**src/rtl/netpbm_stream_decoder_core_assert.svh**
```systemverilog
// assertion macros used by the netpbm stream decoder parser rtl
`ifndef NETPBM_STREAM_DECODER_CORE_ASSERT_SVH
`define NETPBM_STREAM_DECODER_CORE_ASSERT_SVH

// checked property, off while reset is held
`define NSD_ASSERT(lbl, prop, msg) \
    lbl: assert property (@(posedge aclk) disable iff (!aresetn) prop) else $error(msg);

// checked property, also evaluated across reset
`define NSD_ASSERT_NORST(lbl, prop, msg) \
    lbl: assert property (@(posedge aclk) prop) else $error(msg);

`endif

```
**src/rtl/nsd_pkg.sv**
```systemverilog
// types, codes and helper functions of the netpbm stream decoder
package nsd_pkg;

    localparam int NSD_MAX_WIDTH  = 4096;
    localparam int NSD_MAX_HEIGHT = 4096;

    localparam logic [7:0] CH_P    = 8'h50;
    localparam logic [7:0] CH_0    = 8'h30;
    localparam logic [7:0] CH_1    = 8'h31;
    localparam logic [7:0] CH_6    = 8'h36;
    localparam logic [7:0] CH_9    = 8'h39;
    localparam logic [7:0] CH_HASH = 8'h23;
    localparam logic [7:0] CH_LF   = 8'h0A;

    typedef enum logic [7:0] {
        PH_MAGIC_P = 8'b0000_0001,
        PH_MAGIC_N = 8'b0000_0010,
        PH_SEP     = 8'b0000_0100,
        PH_WIDTH   = 8'b0000_1000,
        PH_HEIGHT  = 8'b0001_0000,
        PH_MAXVAL  = 8'b0010_0000,
        PH_PLAIN   = 8'b0100_0000,
        PH_RAW     = 8'b1000_0000
    } phase_t;

    typedef enum logic [2:0] {
        MODE_BIT    = 3'd0,
        MODE_GREY8  = 3'd1,
        MODE_GREY16 = 3'd2,
        MODE_RGB8   = 3'd3,
        MODE_RGB16  = 3'd4
    } mode_t;

    typedef enum logic [1:0] {
        KIND_PIXEL  = 2'd0,
        KIND_HEADER = 2'd1,
        KIND_ERROR  = 2'd2
    } kind_t;

    typedef enum logic [3:0] {
        ERR_NONE      = 4'd0,
        ERR_MAGIC     = 4'd1,
        ERR_SPACE     = 4'd2,
        ERR_ZERO_DIM  = 4'd3,
        ERR_MAXVAL    = 4'd4,
        ERR_TEXT      = 4'd5,
        ERR_OVER_MAX  = 4'd6,
        ERR_SHORT     = 4'd7,
        ERR_DIM_LARGE = 4'd8
    } err_t;

    // format codes from the magic digit
    localparam logic [2:0] FMT_PLAIN_BIT  = 3'd1;
    localparam logic [2:0] FMT_PLAIN_GREY = 3'd2;
    localparam logic [2:0] FMT_PLAIN_RGB  = 3'd3;
    localparam logic [2:0] FMT_RAW_BIT    = 3'd4;
    localparam logic [2:0] FMT_RAW_GREY   = 3'd5;
    localparam logic [2:0] FMT_RAW_RGB    = 3'd6;

    typedef struct packed {
        logic        vld;
        kind_t       kind;
        logic [7:0]  red;
        logic [7:0]  green;
        logic [7:0]  blue;
        logic [12:0] img_w;
        logic [12:0] img_h;
        logic        eoi;
        err_t        err;
        logic        last;
    } res_t;

    function automatic logic is_space(input logic [7:0] c);
        return (c == 8'd32) || (c inside {[8'd9:8'd13]});
    endfunction

    function automatic logic is_digit(input logic [7:0] c);
        return c inside {[CH_0:CH_9]};
    endfunction

    // 16-bit sample to 8 bits by div257, saturated
    function automatic logic [7:0] reduce16(input logic [15:0] v);
        logic [16:0] sum;
        sum = {1'b0, v} + {9'd0, v[15:8]};
        return (sum[16:8] > 9'd255) ? 8'hFF : sum[15:8];
    endfunction

endpackage

```
**src/rtl/nsd_parser.sv**
```systemverilog
// byte parser: header state machine, sample assembly and pixel counters
`include "netpbm_stream_decoder_core_assert.svh"

module nsd_parser #(
    parameter int MAX_WIDTH  = nsd_pkg::NSD_MAX_WIDTH,
    parameter int MAX_HEIGHT = nsd_pkg::NSD_MAX_HEIGHT
) (
    input  logic          aclk,
    input  logic          aresetn,
    input  logic          step_en,
    input  logic [7:0]    data_byte,
    input  logic          eos,
    output nsd_pkg::res_t res,
    output logic          consume
);
    import nsd_pkg::*;

    localparam int CW = $clog2(MAX_WIDTH + 1);
    localparam int RW = $clog2(MAX_HEIGHT + 1);

    phase_t        phase_reg, phase_next;
    logic [2:0]    fmt_reg, fmt_next;
    mode_t         mode_reg, mode_next;
    logic [CW-1:0] width_reg, width_next;
    logic [RW-1:0] height_reg, height_next;
    logic [15:0]   maxval_reg, maxval_next;
    logic [16:0]   acc_reg, acc_next;
    logic [CW-1:0] col_reg, col_next;
    logic [RW-1:0] row_reg, row_next;
    logic [2:0]    comp_reg, comp_next;
    logic [15:0]   held_reg [3];
    logic [15:0]   held_next [3];
    logic          comment_reg, comment_next;
    logic          err_reg, err_next;
    logic [2:0]    bit_idx_reg, bit_idx_next;

    // digit accumulation, value kept plus one, saturated
    logic [16:0] acc_prev;
    logic [20:0] acc_prod;
    logic [16:0] acc_dig;
    assign acc_prev = (acc_reg == 17'd0) ? 17'd0 : acc_reg - 17'd1;
    assign acc_prod = (21'(acc_prev) * 21'd10) + {17'd0, data_byte[3:0]};
    assign acc_dig  = ((acc_prod > 21'd65536) ? 17'd65536 : acc_prod[16:0]) + 17'd1;

    // raw bitmap byte finishes the image within its eight bits
    logic bm_ends;
    assign bm_ends = (({4'd0, col_reg} + (CW+4)'(8)) >= {4'd0, width_reg}) &&
                     (({1'b0, row_reg} + (RW+1)'(1)) >= {1'b0, height_reg});

    logic          err_go, pv_go, pix_go, bm_go, begin_go, eoi;
    err_t          err_code;
    logic [16:0]   pv_val, fv;
    logic [7:0]    pix_r, pix_g, pix_b, bm_s;
    logic [2:0]    ci;
    logic [CW:0]   col_inc;
    logic [RW:0]   row_inc;
    logic [31:0]   w32, h32;

    assign w32 = 32'(width_next);
    assign h32 = 32'(height_next);

    // next-state and result logic for one byte or one bitmap bit
    always_comb begin
        phase_next   = phase_reg;
        fmt_next     = fmt_reg;
        mode_next    = mode_reg;
        width_next   = width_reg;
        height_next  = height_reg;
        maxval_next  = maxval_reg;
        acc_next     = acc_reg;
        col_next     = col_reg;
        row_next     = row_reg;
        comp_next    = comp_reg;
        held_next    = held_reg;
        comment_next = comment_reg;
        err_next     = err_reg;
        bit_idx_next = bit_idx_reg;
        res          = '0;
        consume      = step_en;
        err_go       = 1'b0;
        err_code     = ERR_NONE;
        pv_go        = 1'b0;
        pv_val       = '0;
        pix_go       = 1'b0;
        pix_r        = '0;
        pix_g        = '0;
        pix_b        = '0;
        bm_go        = 1'b0;
        bm_s         = '0;
        begin_go     = 1'b0;
        eoi          = 1'b0;
        fv           = acc_reg - 17'd1;
        ci           = '0;
        col_inc      = '0;
        row_inc      = '0;

        if (step_en && !err_reg) begin
            if (comment_reg) begin
                if (data_byte == CH_LF) comment_next = 1'b0;
            end else begin
                case (phase_reg)
                    PH_MAGIC_P: begin
                        if (data_byte == CH_P) phase_next = PH_MAGIC_N;
                        else if (!is_space(data_byte)) begin
                            err_go = 1'b1; err_code = ERR_MAGIC;
                        end
                    end
                    PH_MAGIC_N: begin
                        if (data_byte inside {[CH_1:CH_6]}) begin
                            fmt_next   = data_byte[2:0];
                            phase_next = PH_SEP;
                        end else begin
                            err_go = 1'b1; err_code = ERR_MAGIC;
                        end
                    end
                    PH_SEP: begin
                        if (is_space(data_byte)) begin
                            phase_next = PH_WIDTH;
                            acc_next   = '0;
                        end else begin
                            err_go = 1'b1; err_code = ERR_SPACE;
                        end
                    end
                    PH_WIDTH, PH_HEIGHT, PH_MAXVAL: begin
                        if (is_digit(data_byte)) begin
                            acc_next = acc_dig;
                        end else if (is_space(data_byte)) begin
                            if (acc_reg != 17'd0) begin
                                acc_next = '0;
                                if (phase_reg == PH_WIDTH) begin
                                    if (fv == 17'd0) begin
                                        err_go = 1'b1; err_code = ERR_ZERO_DIM;
                                    end else if (fv > 17'(MAX_WIDTH)) begin
                                        err_go = 1'b1; err_code = ERR_DIM_LARGE;
                                    end else begin
                                        width_next = CW'(fv);
                                        phase_next = PH_HEIGHT;
                                    end
                                end else if (phase_reg == PH_HEIGHT) begin
                                    if (fv == 17'd0) begin
                                        err_go = 1'b1; err_code = ERR_ZERO_DIM;
                                    end else if (fv > 17'(MAX_HEIGHT)) begin
                                        err_go = 1'b1; err_code = ERR_DIM_LARGE;
                                    end else begin
                                        height_next = RW'(fv);
                                        if (fmt_reg == FMT_PLAIN_BIT ||
                                            fmt_reg == FMT_RAW_BIT) begin
                                            maxval_next = 16'd1;
                                            mode_next   = MODE_BIT;
                                            begin_go    = 1'b1;
                                        end else begin
                                            phase_next = PH_MAXVAL;
                                        end
                                    end
                                end else begin
                                    if (fv == 17'd0 || fv > 17'd65535) begin
                                        err_go = 1'b1; err_code = ERR_MAXVAL;
                                    end else begin
                                        maxval_next = fv[15:0];
                                        if (fmt_reg == FMT_PLAIN_GREY ||
                                            fmt_reg == FMT_RAW_GREY)
                                            mode_next = (fv > 17'd255) ? MODE_GREY16
                                                                       : MODE_GREY8;
                                        else
                                            mode_next = (fv > 17'd255) ? MODE_RGB16
                                                                       : MODE_RGB8;
                                        begin_go = 1'b1;
                                    end
                                end
                            end
                        end else if (data_byte == CH_HASH && fmt_reg <= FMT_PLAIN_RGB &&
                                     acc_reg == 17'd0) begin
                            comment_next = 1'b1;
                        end else if (acc_reg <= 17'd1) begin
                            err_go   = 1'b1;
                            err_code = (phase_reg == PH_MAXVAL) ? ERR_MAXVAL
                                                                : ERR_ZERO_DIM;
                        end else begin
                            err_go = 1'b1; err_code = ERR_SPACE;
                        end
                    end
                    PH_PLAIN: begin
                        if (is_digit(data_byte)) begin
                            acc_next = acc_dig;
                            if (eos) begin
                                pv_go    = 1'b1;
                                pv_val   = acc_dig - 17'd1;
                                acc_next = '0;
                            end
                        end else if (is_space(data_byte) || data_byte == CH_HASH) begin
                            if (acc_reg != 17'd0) begin
                                pv_go    = 1'b1;
                                pv_val   = fv;
                                acc_next = '0;
                            end
                            if (data_byte == CH_HASH) comment_next = 1'b1;
                        end else begin
                            err_go = 1'b1; err_code = ERR_TEXT;
                        end
                    end
                    PH_RAW: begin
                        ci = (comp_reg > 3'd5) ? 3'd0 : comp_reg;
                        comp_next = ci;
                        case (mode_reg)
                            MODE_BIT: begin
                                if (bit_idx_reg == 3'd0 && eos && !bm_ends) begin
                                    err_go = 1'b1; err_code = ERR_SHORT;
                                end else begin
                                    bm_go  = 1'b1;
                                    bm_s   = data_byte[3'd7 - bit_idx_reg] ? 8'hFF : 8'h00;
                                    pix_go = 1'b1;
                                    pix_r  = bm_s; pix_g = bm_s; pix_b = bm_s;
                                end
                            end
                            MODE_GREY16: begin
                                if (ci == 3'd0) begin
                                    held_next[0] = {data_byte, 8'h00};
                                    comp_next    = 3'd1;
                                end else begin
                                    comp_next = 3'd0;
                                    pix_go    = 1'b1;
                                    pix_r     = reduce16(held_reg[0] | {8'h00, data_byte});
                                    pix_g     = pix_r; pix_b = pix_r;
                                end
                            end
                            MODE_RGB8: begin
                                if (ci > 3'd2) ci = 3'd0;
                                held_next[ci[1:0]] = {8'h00, data_byte};
                                comp_next = ci + 3'd1;
                                if (comp_next >= 3'd3) begin
                                    comp_next = 3'd0;
                                    pix_go    = 1'b1;
                                    pix_r     = held_next[0][7:0];
                                    pix_g     = held_next[1][7:0];
                                    pix_b     = held_next[2][7:0];
                                end
                            end
                            MODE_RGB16: begin
                                if (ci[0])
                                    held_next[ci[2:1]] = held_reg[ci[2:1]] |
                                                         {8'h00, data_byte};
                                else
                                    held_next[ci[2:1]] = {data_byte, 8'h00};
                                comp_next = ci + 3'd1;
                                if (comp_next >= 3'd6) begin
                                    comp_next = 3'd0;
                                    pix_go    = 1'b1;
                                    pix_r     = reduce16(held_next[0]);
                                    pix_g     = reduce16(held_next[1]);
                                    pix_b     = reduce16(held_next[2]);
                                end
                            end
                            default: begin
                                pix_go = 1'b1;
                                pix_r  = data_byte; pix_g = data_byte; pix_b = data_byte;
                            end
                        endcase
                    end
                    default: begin
                        phase_next = PH_MAGIC_P;
                        err_go = 1'b1; err_code = ERR_MAGIC;
                    end
                endcase
            end

            // plain sample value against maxval
            if (pv_go) begin
                if (pv_val > {1'b0, maxval_reg}) begin
                    err_go = 1'b1; err_code = ERR_OVER_MAX;
                end else begin
                    case (mode_reg)
                        MODE_BIT: begin
                            pix_go = 1'b1;
                            pix_r  = (pv_val != 17'd0) ? 8'hFF : 8'h00;
                            pix_g  = pix_r; pix_b = pix_r;
                        end
                        MODE_GREY16: begin
                            pix_go = 1'b1;
                            pix_r  = reduce16(pv_val[15:0]);
                            pix_g  = pix_r; pix_b = pix_r;
                        end
                        MODE_RGB8, MODE_RGB16: begin
                            ci = (comp_reg > 3'd2) ? 3'd0 : comp_reg;
                            held_next[ci[1:0]] = pv_val[15:0];
                            comp_next = ci + 3'd1;
                            if (comp_next >= 3'd3) begin
                                comp_next = 3'd0;
                                pix_go    = 1'b1;
                                if (mode_reg == MODE_RGB8) begin
                                    pix_r = held_next[0][7:0];
                                    pix_g = held_next[1][7:0];
                                    pix_b = held_next[2][7:0];
                                end else begin
                                    pix_r = reduce16(held_next[0]);
                                    pix_g = reduce16(held_next[1]);
                                    pix_b = reduce16(held_next[2]);
                                end
                            end
                        end
                        default: begin
                            pix_go = 1'b1;
                            pix_r  = pv_val[7:0]; pix_g = pix_r; pix_b = pix_r;
                        end
                    endcase
                end
            end

            // pixel counters and end of image
            if (pix_go && !err_go) begin
                col_inc = {1'b0, col_reg} + (CW+1)'(1);
                col_next = col_inc[CW-1:0];
                if (col_inc >= {1'b0, width_reg}) begin
                    col_next = '0;
                    row_inc  = {1'b0, row_reg} + (RW+1)'(1);
                    row_next = row_inc[RW-1:0];
                    if (row_inc >= {1'b0, height_reg}) begin
                        eoi        = 1'b1;
                        row_next   = '0;
                        comp_next  = '0;
                        phase_next = PH_MAGIC_P;
                    end
                end
                res.vld   = 1'b1;
                res.kind  = KIND_PIXEL;
                res.red   = pix_r;
                res.green = pix_g;
                res.blue  = pix_b;
                res.eoi   = eoi;
                res.last  = 1'b1;
            end

            // bitmap byte walks one bit per cycle while step_en is high, until the row or byte ends
            if (bm_go) begin
                if (col_next == '0 || bit_idx_reg == 3'd7) begin
                    bit_idx_next = 3'd0;
                end else begin
                    bit_idx_next = bit_idx_reg + 3'd1;
                    consume      = 1'b0;
                    res.last     = 1'b0;
                end
            end

            // header transfer and start of pixel data
            if (begin_go && !err_go) begin
                col_next   = '0;
                row_next   = '0;
                comp_next  = '0;
                acc_next   = '0;
                held_next[0] = '0; held_next[1] = '0; held_next[2] = '0;
                phase_next = (fmt_reg > FMT_PLAIN_RGB) ? PH_RAW : PH_PLAIN;
                res        = '0;
                res.vld    = 1'b1;
                res.kind   = KIND_HEADER;
                res.img_w  = w32[12:0];
                res.img_h  = h32[12:0];
                res.last   = 1'b1;
            end

            // file ends inside a header or an image
            if (!bm_go && !err_go && eos && phase_next != PH_MAGIC_P) begin
                err_go = 1'b1; err_code = ERR_SHORT;
            end

            if (err_go) begin
                err_next = 1'b1;
                res      = '0;
                res.vld  = 1'b1;
                res.kind = KIND_ERROR;
                res.err  = err_code;
                res.last = 1'b1;
            end
        end
    end

    // state registers
    always_ff @(posedge aclk) begin
        if (!aresetn) begin
            phase_reg   <= PH_MAGIC_P;
            fmt_reg     <= '0;
            mode_reg    <= MODE_BIT;
            width_reg   <= '0;
            height_reg  <= '0;
            maxval_reg  <= '0;
            acc_reg     <= '0;
            col_reg     <= '0;
            row_reg     <= '0;
            comp_reg    <= '0;
            held_reg[0] <= '0;
            held_reg[1] <= '0;
            held_reg[2] <= '0;
            comment_reg <= 1'b0;
            err_reg     <= 1'b0;
            bit_idx_reg <= '0;
        end else begin
            phase_reg   <= phase_next;
            fmt_reg     <= fmt_next;
            mode_reg    <= mode_next;
            width_reg   <= width_next;
            height_reg  <= height_next;
            maxval_reg  <= maxval_next;
            acc_reg     <= acc_next;
            col_reg     <= col_next;
            row_reg     <= row_next;
            comp_reg    <= comp_next;
            held_reg    <= held_next;
            comment_reg <= comment_next;
            err_reg     <= err_next;
            bit_idx_reg <= bit_idx_next;
        end
    end

    `NSD_ASSERT(a_err_sticky, err_reg |=> err_reg, "error flag cleared without reset")
    `NSD_ASSERT(a_silent_after_err, (err_reg && step_en) |-> !res.vld, "result after error")
    `NSD_ASSERT(a_bit_walk_raw, (bit_idx_reg != 3'd0) |-> (phase_reg == PH_RAW && mode_reg == MODE_BIT), "bit walk outside raw bitmap")
    `NSD_ASSERT_NORST(a_reset_state, !aresetn |=> (phase_reg == PH_MAGIC_P && !err_reg), "reset state wrong")

endmodule

```
**src/rtl/netpbm_stream_decoder_core.sv**
```systemverilog
// netpbm stream decoder top level: input register, parser, result register
//
// Input channel s_: one file byte per transfer, s_end_of_stream on the last
// byte of the file. Result channel m_: one result per transfer, header,
// pixel or error, with m_last_of_run on the last result of each byte.
// A byte sits in the input register and is parsed combinationally straight
// into the result register, so the first result of a byte passes the input
// register and then the result register. Most bytes give at most one result;
// a raw bitmap byte gives one pixel per cycle while m_ready allows, up to eight
// pixels, as the bit walk of the parser emits them into the single result register.
// A byte is taken while the previous result still waits in the result
// register. When the receiver holds m_ready low, the result register holds
// and the parser stops; the input register then fills and s_ready drops.
// Synchronous reset clears the valid flags of both registers and all parser
// state; after an error no further results appear until reset.
module netpbm_stream_decoder_core #(
    parameter int MAX_WIDTH  = nsd_pkg::NSD_MAX_WIDTH,
    parameter int MAX_HEIGHT = nsd_pkg::NSD_MAX_HEIGHT
) (
    input  logic        aclk,
    input  logic        aresetn,
    input  logic        s_valid,
    output logic        s_ready,
    input  logic [7:0]  s_data_byte,
    input  logic        s_end_of_stream,
    output logic        m_valid,
    input  logic        m_ready,
    output logic [1:0]  m_result_kind,
    output logic [7:0]  m_pixel_red,
    output logic [7:0]  m_pixel_green,
    output logic [7:0]  m_pixel_blue,
    output logic [12:0] m_image_width,
    output logic [12:0] m_image_height,
    output logic        m_end_of_image,
    output logic [3:0]  m_error_code,
    output logic        m_last_of_run
);
    import nsd_pkg::*;

    logic       in_vld_reg;
    logic [7:0] in_byte_reg;
    logic       in_eos_reg;
    logic       out_vld_reg;
    res_t       out_res_reg;
    res_t       res;
    logic       consume, advance, step_en;

    assign advance = !out_vld_reg || m_ready;
    assign step_en = in_vld_reg && advance;
    assign s_ready = !in_vld_reg || (step_en && consume);

    nsd_parser #(
        .MAX_WIDTH  (MAX_WIDTH),
        .MAX_HEIGHT (MAX_HEIGHT)
    ) u_parser (
        .aclk      (aclk),
        .aresetn   (aresetn),
        .step_en   (step_en),
        .data_byte (in_byte_reg),
        .eos       (in_eos_reg),
        .res       (res),
        .consume   (consume)
    );

    // input register
    always_ff @(posedge aclk) begin
        if (!aresetn) begin
            in_vld_reg <= 1'b0;
        end else if (s_ready) begin
            in_vld_reg <= s_valid;
        end
    end

    always_ff @(posedge aclk) begin
        if (s_valid && s_ready) begin
            in_byte_reg <= s_data_byte;
            in_eos_reg  <= s_end_of_stream;
        end
    end

    // result register
    always_ff @(posedge aclk) begin
        if (!aresetn) begin
            out_vld_reg <= 1'b0;
        end else if (advance) begin
            out_vld_reg <= step_en && res.vld;
        end
    end

    always_ff @(posedge aclk) begin
        if (advance) begin
            out_res_reg <= res;
        end
    end

    assign m_valid        = out_vld_reg;
    assign m_result_kind  = out_res_reg.kind;
    assign m_pixel_red    = out_res_reg.red;
    assign m_pixel_green  = out_res_reg.green;
    assign m_pixel_blue   = out_res_reg.blue;
    assign m_image_width  = out_res_reg.img_w;
    assign m_image_height = out_res_reg.img_h;
    assign m_end_of_image = out_res_reg.eoi;
    assign m_error_code   = out_res_reg.err;
    assign m_last_of_run  = out_res_reg.last;

endmodule

```
**config.mk**
```make
export PLATFORM = sky130hd
export DESIGN_NAME = netpbm_stream_decoder_core
export DESIGN_NICKNAME = d
export VERILOG_FILES = /design/src/rtl/nsd_pkg.sv /design/src/rtl/nsd_parser.sv /design/src/rtl/netpbm_stream_decoder_core.sv
export VERILOG_INCLUDE_DIRS = /design/src /design/src/rtl
export SDC_FILE = /design/constraint.sdc
export NUM_CORES = 1
export LEC_CHECK = 0
export ABC_CLOCK_PERIOD_IN_PS = 9500
export BUFFER_PORTS_ARGS = -buffer_cell sky130_fd_sc_hd__buf_2
export CORE_UTILIZATION = 25
export DETAILED_ROUTE_END_ITERATION = 12
export MAX_ROUTING_LAYER = met4
export PLACE_DENSITY = 0.41
export SYNTH_ARGS = -nofsm -noshare
export SYNTH_HDL_FRONTEND = slang
export SYNTH_HIERARCHICAL = 1
export SYNTH_SLANG_ARGS = --single-unit
```
**constraint.sdc**
```tcl
create_clock -name aclk -period 9.5 [get_ports aclk]
set_input_delay 0.95 -clock aclk [delete_from_list [all_inputs] [get_ports aclk]]
set_output_delay 0.95 -clock aclk [all_outputs]
set_load 0.02 [all_outputs]
```
==> flow_summary_export.csv <==
group,metric,value,unit
sta,fin_crit,9830,ps
finish,num_antenna_cells,0,
setup_path,worstSetupEndpointType,"primary output",
placed_design,dp_hpwl,80900,microns
clock_tree,cts_hold_repair.buffers,0,
sta,period_share,103,%
routing,viasPerCell,5.51,
setup_path,crit_type,"reg -> out",
finish,drive_gt1_share,14.1,%
global_routing,grt_pass1_vias,22800,
finish,area_growth,17.7,%
finish,nets,3319,
setup_path,cpMostUsedCell,"buf_4",
floorplanning,initial_utilization,25.4,%
floorplanning,core,87300,sq um
outcome,violations,"negative setup slack",
setup_path,start_kind,"flip-flop",
finish,regArea,5150,sq um
routing,vias,23800,
worst_hold_path,whs_path_depth,1,
routing,antenna_left,0,
clock_tree,numCtsBuffers,31,
global_routing,antenna_found_initial,4,
setup_path,cp_max_fo,6,
sta,report.final.slew_viol_count,0,
routing,drt_iter0_markers,2494,
power_and_ir_drop,peakVddDrop,0.141,mV
floorplanning,die_h,300,microns
outcome,status,"finished with violations",
sta,slew_headroom,16.2,%
clock_tree,clkLatencyLatePin,620,ps
floorplanning,rows,108,
power_and_ir_drop,p_int,0.00181,W
placed_design,port_buffers,72,
placed_design,gp_congestion,0.979,
logic_synthesis,synth_area,22200,sq um
clock_tree,clock-sinks,224,
logic_synthesis,ys_warn_count,6,
floorplanning,ios,73,
clock_tree,clock_path_buffers,3,
global_routing,grt_max_degree,90,
routing,routed_wl,105000,microns
finish,final_util,29.9,%
power_and_ir_drop,power_frac_seq,40.5,%
global_routing,grt_pass1_wl,154000,microns
setup_path,worstPathArrival,8880,ps
setup_path,reg2reg_depth,36,
logic_synthesis,synth-seq-cells,224,
power_and_ir_drop,clock_power_share,50.7,%
finish,multi_input_area,16000,sq um
sta,hold-worst-slack,501,ps
clock_tree,root_buffer,"clkbuf_16",
finish,largest_reg_flops,48,
clock_tree,path_clk_slew,60,ps
setup_path,crit_family,"simple AND/OR/NAND/NOR gates",
logic_synthesis,yosysSeqAreaShare,23.2,%
power_and_ir_drop,p_sw,0.000690,W
setup_path,critical_path_buf_inv_count,8,
sta,rsz0062_at_grt,"yes",
sta,setup_viol,1,
setup_path,cp_num_cells,40,
logic_synthesis,synth_fp_nets,3200,
routing,drcViolationCount,0,
sta,skew,17.0,ps
global_routing,grt.overflow.total,0,
power_and_ir_drop,sw_frac_of_total,27.6,%
power_and_ir_drop,power,0.00250,W
sta,fmax,102,MHz
logic_synthesis,synthCells,3026,
routing,wire_per_inst,24.3,microns
job,drv_cap,0,
logic_synthesis,postSynthAreaPerCell,7.33,sq um
sta,tightest_slew,1230,ps
power_and_ir_drop,p_leak,10.7,nW
power_and_ir_drop,powerDensity,95.6,nW/um^2
routing,firstDrtPassIters,7,
logic_synthesis,synth.distinct_cells,102,
logic_synthesis,synth_ff_type,"dfxtp_1",
setup_path,worstPathRequired,8550,ps
global_routing,grt_usage,23.3,%
finish,fillers,9600,
sta,tns,-327,ps
clock_tree,cts_tree,"done",
logic_synthesis,synth_edf_count,67,
power_and_ir_drop,p_comb_share,8.8,%
sta,hold_violations,0,
floorplanning,die_area,90000,sq um
floorplanning,chipWidth,300,microns
logic_synthesis,synthArstFlopShare,0,%
worst_hold_path,hp-class,"in -> reg",
clock_tree,cts_htree_levels,1,
sta,setup_slack,-327,ps
setup_path,worst_path_max_delay_cell,"or4_4",
setup_path,slowest_delay,580,ps
final cells by class:
cell class | count | share of cell area [%]
clock buffers | 38 | 3.11
flip-flops and latches | 224 | 19.7
well taps | 1155 | 5.53
repair buffers | 281 | 7.58
multi-input cells | 2479 | 61.2
clock inverters | 20 | 0.992
inverters | 128 | 1.84
synthesized netlist by cell type, drive strengths merged, types with 10 or more instances:
cell | number | area [sq um]
nand2 | 318 | 1200
nor2 | 308 | 1160
o21ai | 272 | 1360
a21oi | 221 | 1120
clkbuf | 170 | 638
ha | 159 | 1990
dfxtp | 157 | 3140
nor2b | 139 | 877
inv | 125 | 469
nor3 | 84 | 420
a22oi | 75 | 563
edfxtp | 67 | 2010
xnor2 | 63 | 552
nand3 | 61 | 305
xor2 | 52 | 455
mux2i | 48 | 484
and2 | 39 | 244
and3 | 39 | 244
a31oi | 35 | 219
a21o | 32 | 240
nand4 | 31 | 194
o21a | 30 | 225
nand2b | 26 | 163
o22ai | 26 | 163
buf | 25 | 113
o211ai | 25 | 193
a211oi | 24 | 190
or2 | 24 | 150
nor4 | 23 | 180
o31ai | 22 | 170
or4 | 21 | 173
or3 | 20 | 125
mux2 | 19 | 214
nor3b | 19 | 143
a21boi | 16 | 120
o31a | 14 | 123
a311oi | 13 | 114
a22o | 11 | 96.3
o2111ai | 11 | 96.3
a211o | 10 | 87.6
a31o | 10 | 87.6
cells in the final DEF (no fill, tap or decap), types with 12 or more instances in the layout:
master / synthesis / final
a211oi_1: 22 / 21
a21boi_0: 15 / 14
a21o_1: 32 / 32
a21oi_1: 220 / 215
a22oi_1: 75 / 75
a311oi_1: 13 / 12
a31oi_1: 35 / 35
and2_1: 36 / 36
and3_1: 39 / 39
buf_2: 9 / 70
buf_4: 2 / 207
clkbuf_16: 0 / 31
dfxtp_1: 157 / 157
edfxtp_1: 67 / 67
ha_1: 159 / 159
inv_1: 123 / 123
mux2_2: 19 / 19
mux2i_1: 47 / 47
nand2_1: 317 / 315
nand2b_1: 26 / 26
nand3_1: 61 / 61
nand4_1: 31 / 31
nor2_1: 307 / 306
nor2b_1: 138 / 138
nor3_1: 84 / 81
nor3b_1: 19 / 18
nor4_1: 20 / 18
o211ai_1: 24 / 24
o21a_1: 30 / 29
o21ai_0: 260 / 254
o21ai_1: 12 / 15
o22ai_1: 26 / 26
o31a_1: 14 / 14
o31ai_1: 21 / 17
or2_2: 22 / 22
or3_1: 20 / 20
or4_1: 17 / 15
xnor2_1: 63 / 63
xor2_1: 52 / 52
what timing repair did:
| item | in CTS | in global routing |
|---|---|---|
| resized for setup | 19 | 21 |
| endpoints found under the setup margin | 1 | 26 |
| buffers inserted | 11 | 4 |
| pin swaps | 5 | 7 |
| endpoints found under the hold margin | 0 | 0 |
logic make-up after synthesis:
logic type | count (synthesis) | share of synthesized area (%)
simple gates | 1189 | 26.6
compound gates | 945 | 27.6
mux | 69 | 3.35
buf+inv | 323 | 5.55
flops | 224 | 23.2
fa+ha+maj | 161 | 9.14
xor+xnor | 115 | 4.54
routing by layer:
| metal | wire, microns | track usage (%) |
|---|---|---|
| met4 | 4060 | 8.19 |
| met2 | 46700 | 36.0 |
| met1 | 48400 | 31.9 |
| met5 | 0 | - |
| met3 | 6020 | 1.82 |
stage by stage:
step	std cells	instance area [sq um]	worst slack, ps
after global routing	4325	26100	-809
final	4325	26100	-327
after CTS	4328	26100	-513
after detailed placement	4259	24800	-149
after global placement	4259	24800	-81.8
after floorplan	3026	22200	6.60
power groups by stage:
| stage | logic, W | clock network [W] | registers (W) |
|---|---|---|---|
| after detailed placement | 0.000216 | 0 | 0.00103 |
| after global placement | 0.000218 | 0 | 0.00103 |
| after global routing | 0.000234 | 0.00133 | 0.00101 |
| after floorplan | 0.000119 | 0 | 0.00104 |
| after CTS | 0.000217 | 0.00130 | 0.00101 |
| final | 0.000220 | 0.00127 | 0.00101 |
final timing paths:
check	startpoint	endpoint	slack (ps)
worst max-delay path	u_parser/acc_reg[0]	s_ready	-330
worst min-delay path	s_data_byte[5]	in_byte_reg[5]	500
worst max register to register	u_parser/acc_reg[0]	m_pixel_red[3]	400
worst min register to register	u_parser/err_reg	u_parser/err_reg	510
(Power assumes the default switching activity.)
